===== src/rtl/sbss_pkg.sv =====
`default_nettype none
// ----------------------------------------------------------------------------
// sbss_pkg
// Shared types, keyword text and character helpers of the statement splitter.
// ----------------------------------------------------------------------------
package sbss_pkg;

	localparam int unsigned KEYWORD_WINDOW = 27;
	localparam int unsigned KW_MAX_LEN     = 27;

	localparam int unsigned KW_CF    = 0;
	localparam int unsigned KW_CORF  = 1;
	localparam int unsigned KW_CP    = 2;
	localparam int unsigned KW_CORP  = 3;
	localparam int unsigned KW_END   = 4;
	localparam int unsigned KW_COUNT = 5;

	localparam logic [7:0] CH_QUOTE = 8'h27;
	localparam logic [7:0] CH_SEMI  = 8'h3B;
	localparam logic [7:0] CH_SLASH = 8'h2F;
	localparam logic [7:0] CH_SPACE = 8'h20;
	localparam logic [7:0] CH_TAB   = 8'h09;
	localparam logic [7:0] CH_CR    = 8'h0D;
	localparam logic [7:0] CH_LF    = 8'h0A;

	typedef logic [8*KW_MAX_LEN-1:0] kw_text_t;

	typedef struct packed {
		logic       valid;
		logic [7:0] data;
	} cell_t;

	typedef struct packed {
		logic push;
		logic clear;
	} cell_ctl_t;

	function automatic kw_text_t kw_text(input int unsigned k);
		kw_text_t t;
		case (k)
			KW_CF:   t = kw_text_t'("CREATE FUNCTION");
			KW_CORF: t = kw_text_t'("CREATE OR REPLACE FUNCTION");
			KW_CP:   t = kw_text_t'("CREATE PROCEDURE");
			KW_CORP: t = kw_text_t'("CREATE OR REPLACE PROCEDURE");
			KW_END:  t = kw_text_t'("END");
			default: t = '0;
		endcase
		return t;
	endfunction

	function automatic int unsigned kw_len(input int unsigned k);
		int unsigned n;
		case (k)
			KW_CF:   n = 15;
			KW_CORF: n = 26;
			KW_CP:   n = 16;
			KW_CORP: n = 27;
			KW_END:  n = 3;
			default: n = 0;
		endcase
		return n;
	endfunction

	// character d places before the keyword's last one (d = 0 is the last)
	function automatic logic [7:0] kw_char(input int unsigned k, input int unsigned d);
		kw_text_t t;
		logic [7:0] ch;
		t  = kw_text(k);
		ch = 8'h00;
		if (d < KW_MAX_LEN) begin
			ch = t[8*d +: 8];
		end
		return ch;
	endfunction

	function automatic logic [7:0] upcase(input logic [7:0] c);
		logic [7:0] r;
		r = c;
		if (c >= 8'h61 && c <= 8'h7A) begin
			r = c - 8'd32;
		end
		return r;
	endfunction

endpackage
`default_nettype wire


===== src/rtl/sbss_in_if.sv =====
`default_nettype none
// ----------------------------------------------------------------------------
// sbss_in_if
// Request channel carrying raw batch text bytes.
// ----------------------------------------------------------------------------
interface sbss_in_if;
	logic       valid;
	logic       ready;
	logic [7:0] data_byte;
	logic       batch_end;

	modport source (output valid, output data_byte, output batch_end, input ready);
	modport sink   (input valid, input data_byte, input batch_end, output ready);
endinterface
`default_nettype wire


===== src/rtl/sbss_out_if.sv =====
`default_nettype none
// ----------------------------------------------------------------------------
// sbss_out_if
// Request channel carrying marked bytes and statement boundaries.
// ----------------------------------------------------------------------------
interface sbss_out_if;
	logic       valid;
	logic       ready;
	logic [7:0] out_byte;
	logic       byte_kept;
	logic       statement_end;
	logic       statement_blank;

	modport source (output valid, output out_byte, output byte_kept, output statement_end,
		output statement_blank, input ready);
	modport sink   (input valid, input out_byte, input byte_kept, input statement_end,
		input statement_blank, output ready);
endinterface
`default_nettype wire


===== src/rtl/sbss_cell.sv =====
`default_nettype none
// ----------------------------------------------------------------------------
// sbss_cell
// One place of the recent byte window: holds a byte, shifts it on to the next
// place and compares it against the keyword characters due at this offset.
// ----------------------------------------------------------------------------
module sbss_cell #(
	parameter int unsigned POS = 0
) (
	input  wire logic                            clk,
	input  wire logic                            arst_n,
	input  wire sbss_pkg::cell_ctl_t             ctl,
	input  wire sbss_pkg::cell_t                 prev,
	output sbss_pkg::cell_t                      cur,
	output logic [sbss_pkg::KW_COUNT-1:0]        hit
);

	logic       valid_q;
	logic [7:0] data_q;

	always_ff @(posedge clk or negedge arst_n) begin
		if (!arst_n) begin
			valid_q <= 1'b0;
		end else if (ctl.clear) begin
			valid_q <= 1'b0;
		end else if (ctl.push) begin
			valid_q <= prev.valid;
		end
	end

	always_ff @(posedge clk) begin
		if (ctl.push) begin
			data_q <= prev.data;
		end
	end

	assign cur.valid = valid_q;
	assign cur.data  = data_q;

	for (genvar k = 0; k < sbss_pkg::KW_COUNT; k++) begin : g_kw
		if (POS + 1 < sbss_pkg::kw_len(k)) begin : g_used
			assign hit[k] = valid_q &&
				(sbss_pkg::upcase(data_q) == sbss_pkg::kw_char(k, POS + 1));
		end else begin : g_free
			assign hit[k] = 1'b1;
		end
	end

endmodule
`default_nettype wire


===== src/rtl/sql_batch_statement_splitter.sv =====
`default_nettype none
// ----------------------------------------------------------------------------
// sql_batch_statement_splitter
// Takes one byte of SQL batch text per request and returns one marked byte
// per request: the byte (CR/LF in statement text outside quotes turned to
// space), whether it is statement text, whether it closes a statement and,
// at a close, whether the statement was blank. Quote, procedure and separator
// tracking lives in a few flags; keyword headers are found by a row of
// KEYWORD_WINDOW-1 cells holding the latest bytes of the statement, each
// comparing its byte in parallel. Throughput is one byte per clock from a
// single output register; input is held off only while that register is full
// and not being taken. There is no clearing pass after reset.
// ----------------------------------------------------------------------------
module sql_batch_statement_splitter #(
	parameter int unsigned KEYWORD_WINDOW = sbss_pkg::KEYWORD_WINDOW
) (
	input  wire logic  clk,
	input  wire logic  arst_n,
	sbss_in_if.sink    text,
	sbss_out_if.source split
);

	localparam int unsigned HIST = KEYWORD_WINDOW - 1;

	logic in_quote_q, in_proc_q, closed_q, skip_q, seen_q;
	logic out_valid_q, out_kept_q, out_end_q, out_blank_q;
	logic [7:0] out_byte_q;

	logic       acc;
	logic [7:0] c;
	logic       last;

	sbss_pkg::cell_ctl_t                 ctl;
	sbss_pkg::cell_t     [HIST:0]        chain;
	logic [HIST-1:0][sbss_pkg::KW_COUNT-1:0] cell_hit;
	logic [sbss_pkg::KW_COUNT-1:0][HIST-1:0] hit_col;
	logic [sbss_pkg::KW_COUNT-1:0]           kw_hit;

	logic       in_quote_d, in_proc_d, closed_d, skip_d, seen_d;
	logic [7:0] ob_d;
	logic       kept_d, end_d, blank_d;
	logic       term, hdr, nonblank;

	assign c    = text.data_byte;
	assign last = text.batch_end;
	assign text.ready = !out_valid_q || split.ready;
	assign acc  = text.valid && text.ready;

	assign chain[0].valid = 1'b1;
	assign chain[0].data  = c;

	for (genvar i = 0; i < HIST; i++) begin : g_cell
		sbss_cell #(.POS(i)) u_cell (
			.clk    (clk),
			.arst_n (arst_n),
			.ctl    (ctl),
			.prev   (chain[i]),
			.cur    (chain[i+1]),
			.hit    (cell_hit[i])
		);
		for (genvar k = 0; k < sbss_pkg::KW_COUNT; k++) begin : g_col
			assign hit_col[k][i] = cell_hit[i][k];
		end
	end

	for (genvar k = 0; k < sbss_pkg::KW_COUNT; k++) begin : g_match
		assign kw_hit[k] = (sbss_pkg::upcase(c) == sbss_pkg::kw_char(k, 0)) && (&hit_col[k]);
	end

	assign hdr = kw_hit[sbss_pkg::KW_CF] || kw_hit[sbss_pkg::KW_CORF] ||
		kw_hit[sbss_pkg::KW_CP] || kw_hit[sbss_pkg::KW_CORP];
	assign nonblank = (c != sbss_pkg::CH_SPACE) && (c != sbss_pkg::CH_TAB) &&
		(c != sbss_pkg::CH_CR) && (c != sbss_pkg::CH_LF);

	always_comb begin
		in_quote_d = in_quote_q;
		in_proc_d  = in_proc_q;
		closed_d   = closed_q;
		skip_d     = skip_q;
		seen_d     = seen_q;
		ob_d       = c;
		kept_d     = 1'b0;
		end_d      = 1'b0;
		blank_d    = 1'b0;
		term       = 1'b0;
		ctl.push   = 1'b0;
		ctl.clear  = 1'b0;
		if (skip_q) begin
			// drop the separator after a terminator
			skip_d = 1'b0;
		end else begin
			if (in_quote_q) begin
				if (c == sbss_pkg::CH_QUOTE) begin
					in_quote_d = 1'b0;
				end
			end else if (c == sbss_pkg::CH_QUOTE) begin
				in_quote_d = 1'b1;
			end else if (c == sbss_pkg::CH_SEMI && !in_proc_q && !closed_q) begin
				term = 1'b1;
			end else if (c == sbss_pkg::CH_SLASH && closed_q) begin
				term = 1'b1;
			end else begin
				if (hdr) begin
					in_proc_d = 1'b1;
				end else if (in_proc_q && kw_hit[sbss_pkg::KW_END]) begin
					in_proc_d = 1'b0;
					closed_d  = 1'b1;
				end
				if (c == sbss_pkg::CH_CR || c == sbss_pkg::CH_LF) begin
					ob_d = sbss_pkg::CH_SPACE;
				end
			end
			if (term) begin
				ob_d       = c;
				end_d      = 1'b1;
				blank_d    = !seen_q;
				in_quote_d = 1'b0;
				in_proc_d  = 1'b0;
				closed_d   = 1'b0;
				seen_d     = 1'b0;
				skip_d     = !last;
				ctl.clear  = 1'b1;
			end else begin
				seen_d   = seen_q || nonblank;
				kept_d   = 1'b1;
				end_d    = last;
				blank_d  = last && !seen_d;
				ctl.push = acc;
			end
		end
		if (last) begin
			// back to the reset state after the batch
			in_quote_d = 1'b0;
			in_proc_d  = 1'b0;
			closed_d   = 1'b0;
			seen_d     = 1'b0;
			skip_d     = 1'b0;
			ctl.clear  = 1'b1;
		end
		ctl.clear = ctl.clear && acc;
	end

	always_ff @(posedge clk or negedge arst_n) begin
		if (!arst_n) begin
			in_quote_q  <= 1'b0;
			in_proc_q   <= 1'b0;
			closed_q    <= 1'b0;
			skip_q      <= 1'b0;
			seen_q      <= 1'b0;
			out_valid_q <= 1'b0;
		end else begin
			if (acc) begin
				in_quote_q <= in_quote_d;
				in_proc_q  <= in_proc_d;
				closed_q   <= closed_d;
				skip_q     <= skip_d;
				seen_q     <= seen_d;
			end
			if (acc) begin
				out_valid_q <= 1'b1;
			end else if (split.ready) begin
				out_valid_q <= 1'b0;
			end
		end
	end

	always_ff @(posedge clk) begin
		if (acc) begin
			out_byte_q  <= ob_d;
			out_kept_q  <= kept_d;
			out_end_q   <= end_d;
			out_blank_q <= blank_d;
		end
	end

	assign split.valid           = out_valid_q;
	assign split.out_byte        = out_byte_q;
	assign split.byte_kept       = out_kept_q;
	assign split.statement_end   = out_end_q;
	assign split.statement_blank = out_blank_q;

	a_end_empties_window: assert property (@(posedge clk) disable iff (!arst_n)
		acc && end_d |=> !chain[1].valid && !in_quote_q && !in_proc_q && !closed_q)
		else $error("window or flags not cleared at statement end");

	a_skip_after_clear: assert property (@(posedge clk) disable iff (!arst_n)
		skip_q |-> !in_quote_q && !in_proc_q && !closed_q && !seen_q && !chain[1].valid)
		else $error("separator pending with statement state left over");

	a_blank_at_end: assert property (@(posedge clk) disable iff (!arst_n)
		out_valid_q && out_blank_q |-> out_end_q)
		else $error("blank flag outside a statement end");

endmodule
`default_nettype wire

===== src/flat_wrapper.sv =====
// flat-port wrapper written by rule: the top's interface ports become plain ports
module sql_batch_statement_splitter_flat 
#(
	parameter int unsigned KEYWORD_WINDOW = sbss_pkg::KEYWORD_WINDOW
)
  (clk, arst_n, text_valid, text_data_byte, text_batch_end, text_ready, split_valid, split_out_byte, split_byte_kept, split_statement_end, split_statement_blank, split_ready);
  sbss_in_if text_i ();
  sbss_out_if split_i ();
  input  wire logic clk;
  input  wire logic arst_n;
  input wire logic [$bits(text_i.valid)-1:0] text_valid;
  input wire logic [$bits(text_i.data_byte)-1:0] text_data_byte;
  input wire logic [$bits(text_i.batch_end)-1:0] text_batch_end;
  output wire logic [$bits(text_i.ready)-1:0] text_ready;
  output wire logic [$bits(split_i.valid)-1:0] split_valid;
  output wire logic [$bits(split_i.out_byte)-1:0] split_out_byte;
  output wire logic [$bits(split_i.byte_kept)-1:0] split_byte_kept;
  output wire logic [$bits(split_i.statement_end)-1:0] split_statement_end;
  output wire logic [$bits(split_i.statement_blank)-1:0] split_statement_blank;
  input wire logic [$bits(split_i.ready)-1:0] split_ready;
  assign text_i.valid = text_valid;
  assign text_i.data_byte = text_data_byte;
  assign text_i.batch_end = text_batch_end;
  assign text_ready = text_i.ready;
  assign split_valid = split_i.valid;
  assign split_out_byte = split_i.out_byte;
  assign split_byte_kept = split_i.byte_kept;
  assign split_statement_end = split_i.statement_end;
  assign split_statement_blank = split_i.statement_blank;
  assign split_i.ready = split_ready;
  sql_batch_statement_splitter #(.KEYWORD_WINDOW(KEYWORD_WINDOW)) u_core (.clk(clk), .arst_n(arst_n), .text(text_i), .split(split_i));
endmodule

===== config.mk =====
export PLATFORM = sky130hd
export DESIGN_NAME = sql_batch_statement_splitter_flat
export DESIGN_NICKNAME = d
export VERILOG_FILES = /design/src/rtl/sbss_pkg.sv /design/src/rtl/sbss_in_if.sv /design/src/rtl/sbss_out_if.sv /design/src/rtl/sbss_cell.sv /design/src/rtl/sql_batch_statement_splitter.sv /design/src/flat_wrapper.sv
export SDC_FILE = /design/constraint.sdc
export NUM_CORES = 1
export LEC_CHECK = 0
export BUFFER_PORTS_ARGS = -buffer_cell sky130_fd_sc_hd__buf_2
export CORE_ASPECT_RATIO = 1.1
export CORE_MARGIN = 4
export CORE_UTILIZATION = 51
export CTS_BUF_LIST = sky130_fd_sc_hd__clkbuf_4 sky130_fd_sc_hd__clkbuf_8 sky130_fd_sc_hd__clkbuf_16
export DETAILED_ROUTE_END_ITERATION = 8
export HOLD_SLACK_MARGIN = 0.15
export PLACE_DENSITY = 0.71
export RECOVER_POWER = 100
export SLEW_MARGIN = 20
export SYNTH_ARGS = -nofsm -noshare
export SYNTH_HDL_FRONTEND = slang
export SYNTH_SLANG_ARGS = --single-unit
export TNS_END_PERCENT = 30

===== constraint.sdc =====
create_clock -name clk -period 28.8 [get_ports clk]
set_input_delay 1.44 -clock clk [delete_from_list [all_inputs] [get_ports clk]]
set_output_delay 1.44 -clock clk [all_outputs]
set_load 0.05 [all_outputs]

==> results of run 1 <==
[through the flow]
step / total power [mW] / cell area, um2 / hold WS [ns]
finish: 0.8575 / 11710 / 0.4409
detailed placement: 0.4896 / 10790 / 0.4307
global route: 0.8856 / 11710 / 0.4669
global placement: 0.4872 / 10790 / 0.4259
floorplan: 0.4765 / 10350 / 0.4166
CTS: 0.8573 / 11750 / 0.4443
[metal layers]
layer  GRT usage  wire, um  vias up
li1            -         -     2923
met1      0.2628      8948     3254
met2      0.3548     11870      313
met3     0.03677      1663       84
met4      0.1072      1221        0
met5           0         0        -
[worst paths after layout]
kind                       slack, ns                                end  cells past startpoint                         startpoint
setup / recovery               18.10  u_core.g_cell[1].u_cell.data_q[1]                      7                  text_data_byte[1]
hold / removal                  0.44  u_core.g_cell[4].u_cell.data_q[7]                      0  u_core.g_cell[3].u_cell.data_q[7]
setup reg to reg               19.21  u_core.g_cell[1].u_cell.data_q[1]                      6                    u_core.closed_q
hold reg to reg                 0.44  u_core.g_cell[4].u_cell.data_q[7]                      0  u_core.g_cell[3].u_cell.data_q[7]
max in group asynchronous      26.50   u_core.g_cell[17].u_cell.valid_q                      1                             arst_n
min in group asynchronous       1.34   u_core.g_cell[13].u_cell.valid_q                      1                             arst_n
[kinds of logic after synthesis]
| group | after synthesis | share of synthesized area |
|---|---|---|
| AO/OA/AOI/OAI | 114 | 0.07980 |
| adder cells (fa/ha/maj) | 28 | 0.03385 |
| buffers and inverters | 73 | 0.02660 |
| XOR/XNOR | 1 | 0.0008465 |
| AND/OR/NAND/NOR | 245 | 0.1451 |
| flip-flops | 251 | 0.7129 |
| multiplexers | 1 | 0.0009673 |
[area by class of cell]
class	count	share of cell area
Clock inverter	17	0.01977
Tap cell	252	0.02693
Timing Repair Buffer	27	0.009512
Sequential cell	251	0.6301
Multi-Input combinational cell	389	0.2315
Inverter	63	0.02020
Clock buffer	32	0.06199
[sequential cells by signal, summed over array words and instances (netlist names)]
register	flops
u_core.g_cell.u_cell.data_q	208
u_core.g_cell.u_cell.valid_q	26
u_core.split.out_byte	8
u_core.closed_q	1
u_core.in_proc_q	1
u_core.in_quote_q	1
u_core.seen_q	1
u_core.skip_q	1
u_core.split.byte_kept	1
u_core.split.statement_blank	1
u_core.split.statement_end	1
u_core.split.valid	1
[power by group through the flow]
stage | clock network [mW] | registers [mW] | logic [mW]
after floorplan | 0 | 0.451 | 0.0252
after global placement | 0 | 0.449 | 0.0383
after detailed placement | 0 | 0.450 | 0.0400
after CTS | 0.374 | 0.443 | 0.0402
after global routing | 0.390 | 0.452 | 0.0436
final | 0.369 | 0.449 | 0.0391
[cells in the mapped netlist, types with 2 or more instances]
cell type	number
edfxtp_1	219
inv_1	63
nand2_1	42
nor2_1	33
dfrtp_1	32
ha_1	28
nand4_1	28
a21oi_1	27
nor4_1	26
a22o_1	25
nor3_1	21
o21ai_0	14
or4_1	13
nor4b_1	12
nand4b_1	11
clkbuf_1	9
nand3_1	9
nor4bb_1	9
o22ai_1	8
or3_1	8
and4b_1	6
o31ai_1	6
a211oi_1	5
nor2b_1	5
nand2b_1	4
o41ai_1	4
o21a_1	3
o221ai_1	3
or2_2	3
or4b_1	3
nand4bb_1	2
nor3b_1	2
o211ai_1	2
o22a_1	2
o32ai_1	2
or4b_2	2
[worst reg2reg max path, cell delays in order (launching register included)]
cell      delay (ns)
dfrtp_1         0.40
nand2_1         0.08
nor2_1          0.04
o21ai_0         0.31
nor2_1          0.25
nor3_2          0.19
clkbuf_1        7.38
==> results.sh, run 1 <==
export IMPL_outcome="finished, violations left"
export IMPL_violations="max-capacitance violations, max-slew violations"
export IMPL_cts_sinks=251
export IMPL_ant_nets=0
export IMPL_cp_max_fo=208
export IMPL_die_h_um=157.4
export IMPL_combPwrFrac=0.046
export IMPL_setup_tns_final_ns=0
export IMPL_swShare=0.2157
export IMPL_fin_nets=800
export IMPL_switching_power_mw=0.1850
export IMPL_drv_slew=270
export IMPL_grt_overflow_total=0
export IMPL_synthesis_nets=754
export IMPL_critPathLaunchType="input port"
export IMPL_mostFrequentLayoutCell="edfxtp_1"
export IMPL_critical_path_top_delay_family="buffers and inverters"
export IMPL_endpoint_kind="register"
export IMPL_synth_area_leaders="edfxtp_1 (64%), dfrtp_1 (7.7%), ha_1 (3.4%), inv_1 (2.3%), a22o_1 (2.1%)"
export IMPL_yosysSeqAreaShare=0.7129
export IMPL_drc=0
export IMPL_critical_path_class="input port to register"
export IMPL_skew_ns=0.01125
export IMPL_async_flop_share=0.1275
export IMPL_wire_per_inst_um=22.99
export IMPL_place_hpwl_um=16290
export IMPL_die_w_um=143.8
export IMPL_powerDensity_nw_per_um2=73.24
export IMPL_drt_pass1_iterations=5
export IMPL_hp_class="register to register"
export IMPL_synth_area_um2=10350
export IMPL_layout_common_cells="edfxtp_1 (219), inv_1 (63), nand2_1 (42)"
export IMPL_cts_hold_buf=0
export IMPL_cp_arrival_ns=10.49
export IMPL_dieArea_um2=22640
export IMPL_cpMostUsedCell="clkbuf_1"
export IMPL_initial_core_util=0.5210
export IMPL_seqPwrFrac=0.524
export IMPL_place_ws_ns=24.69
export IMPL_total_leakage_power_nw=4.150
export IMPL_relSlewSlack=-6.134
export IMPL_slowest_delay_ns=7.38
export IMPL_core_area_um2=19860
export IMPL_seqCellArea_um2=7377
export IMPL_grt_antenna_before_repair=0
export IMPL_wl_um=23700
export IMPL_tritoncts="yes"
export IMPL_fillers=1535
export IMPL_grt_max_degree=209
export IMPL_setup_viol=0
export IMPL_post_route_min_period_ns=10.70
export IMPL_clk_latency_ns=0.52
export IMPL_cts_setup_buffers=0
export IMPL_diodes=0
export IMPL_synth_seq_cells=251
export IMPL_vias=6574
export IMPL_drt_initial_drc_count=616
export IMPL_drive_above_1_share=0.07574
export IMPL_ys_warn_count=0
export IMPL_ioPinCount=26
export IMPL_grt_first_pass_wirelength_um=36750
export IMPL_worst_pin_slew_ns=10.70
export IMPL_syn_to_final_growth_pct=13.13
export IMPL_grt_pass1_vias=6599
export IMPL_synth_top_area_share=0.6355
export IMPL_cts_buffers=27
export IMPL_multiInputGateArea_um2=2710
export IMPL_final_hold_viol_count=0
export IMPL_track_usage=0.2109
export IMPL_clk_pin_slew_worst_paths_ns=0.06
export IMPL_cellInternalPower_mw=0.6725
export IMPL_syn_area_per_cell_um2=14.51
export IMPL_synthCells=713
export IMPL_cap_viol_max_count=3
export IMPL_placed_cells=981
export IMPL_cts_root_buf="clkbuf_16"
export IMPL_port_buffers=25
export IMPL_clockBufferDepth=3
export IMPL_rows=54
export IMPL_p_clk_frac=0.430
export IMPL_crit_chain="clkbuf_1, nand4_1, nor4_1, or2_2, nor2_1, nor3_2, clkbuf_1"
export IMPL_ys_types=58
export IMPL_final_cells=1031
export IMPL_utilization=0.5894
export IMPL_h_tree_depth=1
export IMPL_post_cts_resized=0
export IMPL_critPathBufInv=2
export IMPL_synth_enable_flop_cells=219
export IMPL_synth_area_leader_cell="edfxtp_1"
export IMPL_irDropWorstVdd_v=0.00008255
export IMPL_gp_congestion=0.9327
export IMPL_vias_per_cell=6.376
export IMPL_crit_slowest_cell="clkbuf_1"
export IMPL_grt_setup_unrepaired="no"
export IMPL_critPathRequiredTime_ns=28.59
export IMPL_worst_slack_ns=18.10
export IMPL_synthFlopType="edfxtp_1"
export IMPL_max_freq_mhz=93.42
export IMPL_fin_crit_sh=0.3717
(Power assumes the default switching activity.)
==> run 2: changes to the inputs <==
==> constraint.sdc (replaced) <==
create_clock -name clk -period 10.9 [get_ports clk]
set_input_delay 0.545 -clock clk [delete_from_list [all_inputs] [get_ports clk]]
set_output_delay 0.545 -clock clk [all_outputs]
set_load 0.05 [all_outputs]
==> run 2 against run 1 <==
  * Critical path depth unchanged
  * Clock power grew 150%
  * Count of clock-buffer cells in the layout rose by 6
  * Hold slack lost 0.21 ns
  * Global-route usage decreased by 0.71 points
  * Non-clock buffer count rose by 3
  * The run still ends with max-capacitance violations, max-slew violations left
  * First-iteration DRC count is 13% higher
  * Via count decreased by 1.6%
==> results.sh, run 2 (same netlist as run 1, synthesis figures left out) <==
export IMPL_drc=0
export IMPL_holdWs_ns=0.2334
export IMPL_r2r_slack_ns=4.99
export IMPL_core_area_um2=19860
export IMPL_drt_initial_drc_count=699
export IMPL_final_hold_viol_count=0
export IMPL_cts_hold_buf=1
export IMPL_p_clk_frac=0.418
export IMPL_die_w_um=143.8
export IMPL_violations="max-capacitance violations, max-slew violations"
export IMPL_ioPinCount=26
export IMPL_grt_first_pass_wirelength_um=35870
export IMPL_r2r_end="u_core.g_cell[2].u_cell.data_q[4]"
export IMPL_wire_per_inst_um=22.15
export IMPL_cts_root_buf="clkbuf_16"
export IMPL_place_hpwl_um=16060
export IMPL_rr_worst_depth=6
export IMPL_cp_max_fo=92
export IMPL_skew_ns=0.01580
export IMPL_cts_setup_buffers=0
export IMPL_max_freq_mhz=161.5
export IMPL_clk_latency_ns=0.52
export IMPL_critical_path_class="input port to register"
export IMPL_largest_reg_flops=208
export IMPL_grt_max_degree=93
export IMPL_placed_cell_area_um2=10800
export IMPL_total_leakage_power_nw=4.144
export IMPL_cts_sinks=251
export IMPL_port_buffers=25
export IMPL_top_register="u_core.g_cell.u_cell.data_q"
export IMPL_holdPathEnd="u_core.split.valid"
export IMPL_cp_arrival_ns=6.19
export IMPL_grt_antenna_before_repair=0
export IMPL_diodes=0
export IMPL_worst_pin_slew_ns=4.678
export IMPL_grt_overflow_total=0
export IMPL_outcome="finished, violations left"
export IMPL_relSlewSlack=-2.119
export IMPL_vias=6467
export IMPL_worst_slack_ns=4.710
export IMPL_powerDensity_nw_per_um2=187.7
export IMPL_irDropWorstVdd_v=0.0002073
export IMPL_setup_viol=0
export IMPL_switching_power_mw=0.4863
export IMPL_drive_above_1_share=0.07682
export IMPL_mostFrequentLayoutCell="edfxtp_1"
export IMPL_grt_pass1_vias=6382
export IMPL_syn_to_final_growth_pct=12.92
export IMPL_seqPwrFrac=0.535
export IMPL_fillers=1549
export IMPL_total_power_mw=2.193
export IMPL_vias_per_cell=6.260
export IMPL_layout_common_cells="edfxtp_1 (219), inv_1 (63), nand2_1 (42)"
export IMPL_swShare=0.2217
export IMPL_grt_setup_unrepaired="no"
export IMPL_ant_nets=0
export IMPL_wl_um=22880
export IMPL_post_route_min_period_ns=6.190
export IMPL_cts_buffers=26
export IMPL_initial_core_util=0.5210
export IMPL_critPathRequiredTime_ns=10.90
export IMPL_h_tree_depth=1
export IMPL_tritoncts="yes"
export IMPL_place_ws_ns=7.037
export IMPL_drv_slew=154
export IMPL_drt_pass1_iterations=5
export IMPL_track_usage=0.2039
export IMPL_cap_viol_max_count=3
export IMPL_combPwrFrac=0.048
export IMPL_clk_pin_slew_worst_paths_ns=0.06
export IMPL_clockBufferDepth=3
export IMPL_post_cts_resized=0
export IMPL_die_h_um=157.4
export IMPL_rows=54
export IMPL_hold_start="text_valid"
export IMPL_fin_nets=802
export IMPL_critPathLaunchType="input port"
export IMPL_fin_crit_sh=0.5679
export IMPL_gp_congestion=0.9214
export IMPL_reg2reg_from="u_core.closed_q"
export IMPL_cellInternalPower_mw=1.707
export IMPL_setup_tns_final_ns=0
export IMPL_endpoint_kind="register"
export IMPL_dieArea_um2=22640
export IMPL_hp_class="input port to register"
export IMPL_final_area_um2=11690
export IMPL_min_path_cells=2
==> run 2: changes by cell type in the layout (fill, tap and decap cells not counted), moves of 3 or more <==
cell and delta:
clkinv_4 +3, clkinv_2 -3, bufinv_16 -5, clkbuf_4 +3, clkbuf_16 +4
==> run 2: stage by stage <==
stage                     cells    util
after CTS                  1032  0.5901
final                      1033  0.5883
after detailed placement    983  0.5435
after global routing       1033  0.5883
after floorplan             713       -
after global placement      983  0.5435
==> run 2: power groups by stage <==
stage / Clock, mW / Combinational, mW / Sequential, mW
floorplan: 0 / 0.0666 / 1.18
global placement: 0 / 0.101 / 1.19
detailed placement: 0 / 0.106 / 1.19
CTS: 0.931 / 0.106 / 1.17
global route: 0.974 / 0.116 / 1.18
finish: 0.916 / 0.105 / 1.17
==> run 2: worst max-delay path, stage by stage <==
cell and delay, ns:
clkbuf_1 0.31, nand4_1 0.19, nor4_1 0.46, or2_2 0.23, nor2_1 0.14, nor3_1 0.89, clkbuf_1 3.32
==> run 2: layout make-up <==
| cell class | instances | area (um2) | share of cell area |
|---|---|---|---|
| sequential | 251 | 7377 | 0.6313 |
| multi-input combinational | 389 | 2705 | 0.2315 |
| clock buffer | 38 | 834.6 | 0.07141 |
| tap | 252 | 315.3 | 0.02698 |
| inverter | 63 | 236.5 | 0.02024 |
| timing repair buffer | 30 | 136.4 | 0.01167 |
| clock inverter | 10 | 81.33 | 0.006959 |
==> run 2: how the worst max path moves through the flow <==
| stage | startpoint | endpoint | slack (ns) |
|---|---|---|---|
| floorplan | text_data_byte[2] | u_core.g_cell[0].u_cell.data_q[0] | 0.83 |
| global placement | text_data_byte[6] | u_core.g_cell[10].u_cell.data_q[2] | 7.22 |
| detailed placement | text_data_byte[6] | u_core.g_cell[10].u_cell.data_q[3] | 7.04 |
| CTS | text_data_byte[6] | u_core.g_cell[12].u_cell.data_q[0] | 7.57 |
| global route | text_data_byte[1] | u_core.g_cell[9].u_cell.data_q[0] | 4.18 |
| finish | text_data_byte[1] | u_core.g_cell[2].u_cell.data_q[4] | 4.71 |
==> run 2: per-layer routing <==
layer	vias up	GRT usage	wire, um
met5	-	0	0
met4	0	0.05740	629
met3	57	0.03950	1607
met2	263	0.3412	11250
met1	3218	0.2741	9391
li1	2929	-	-
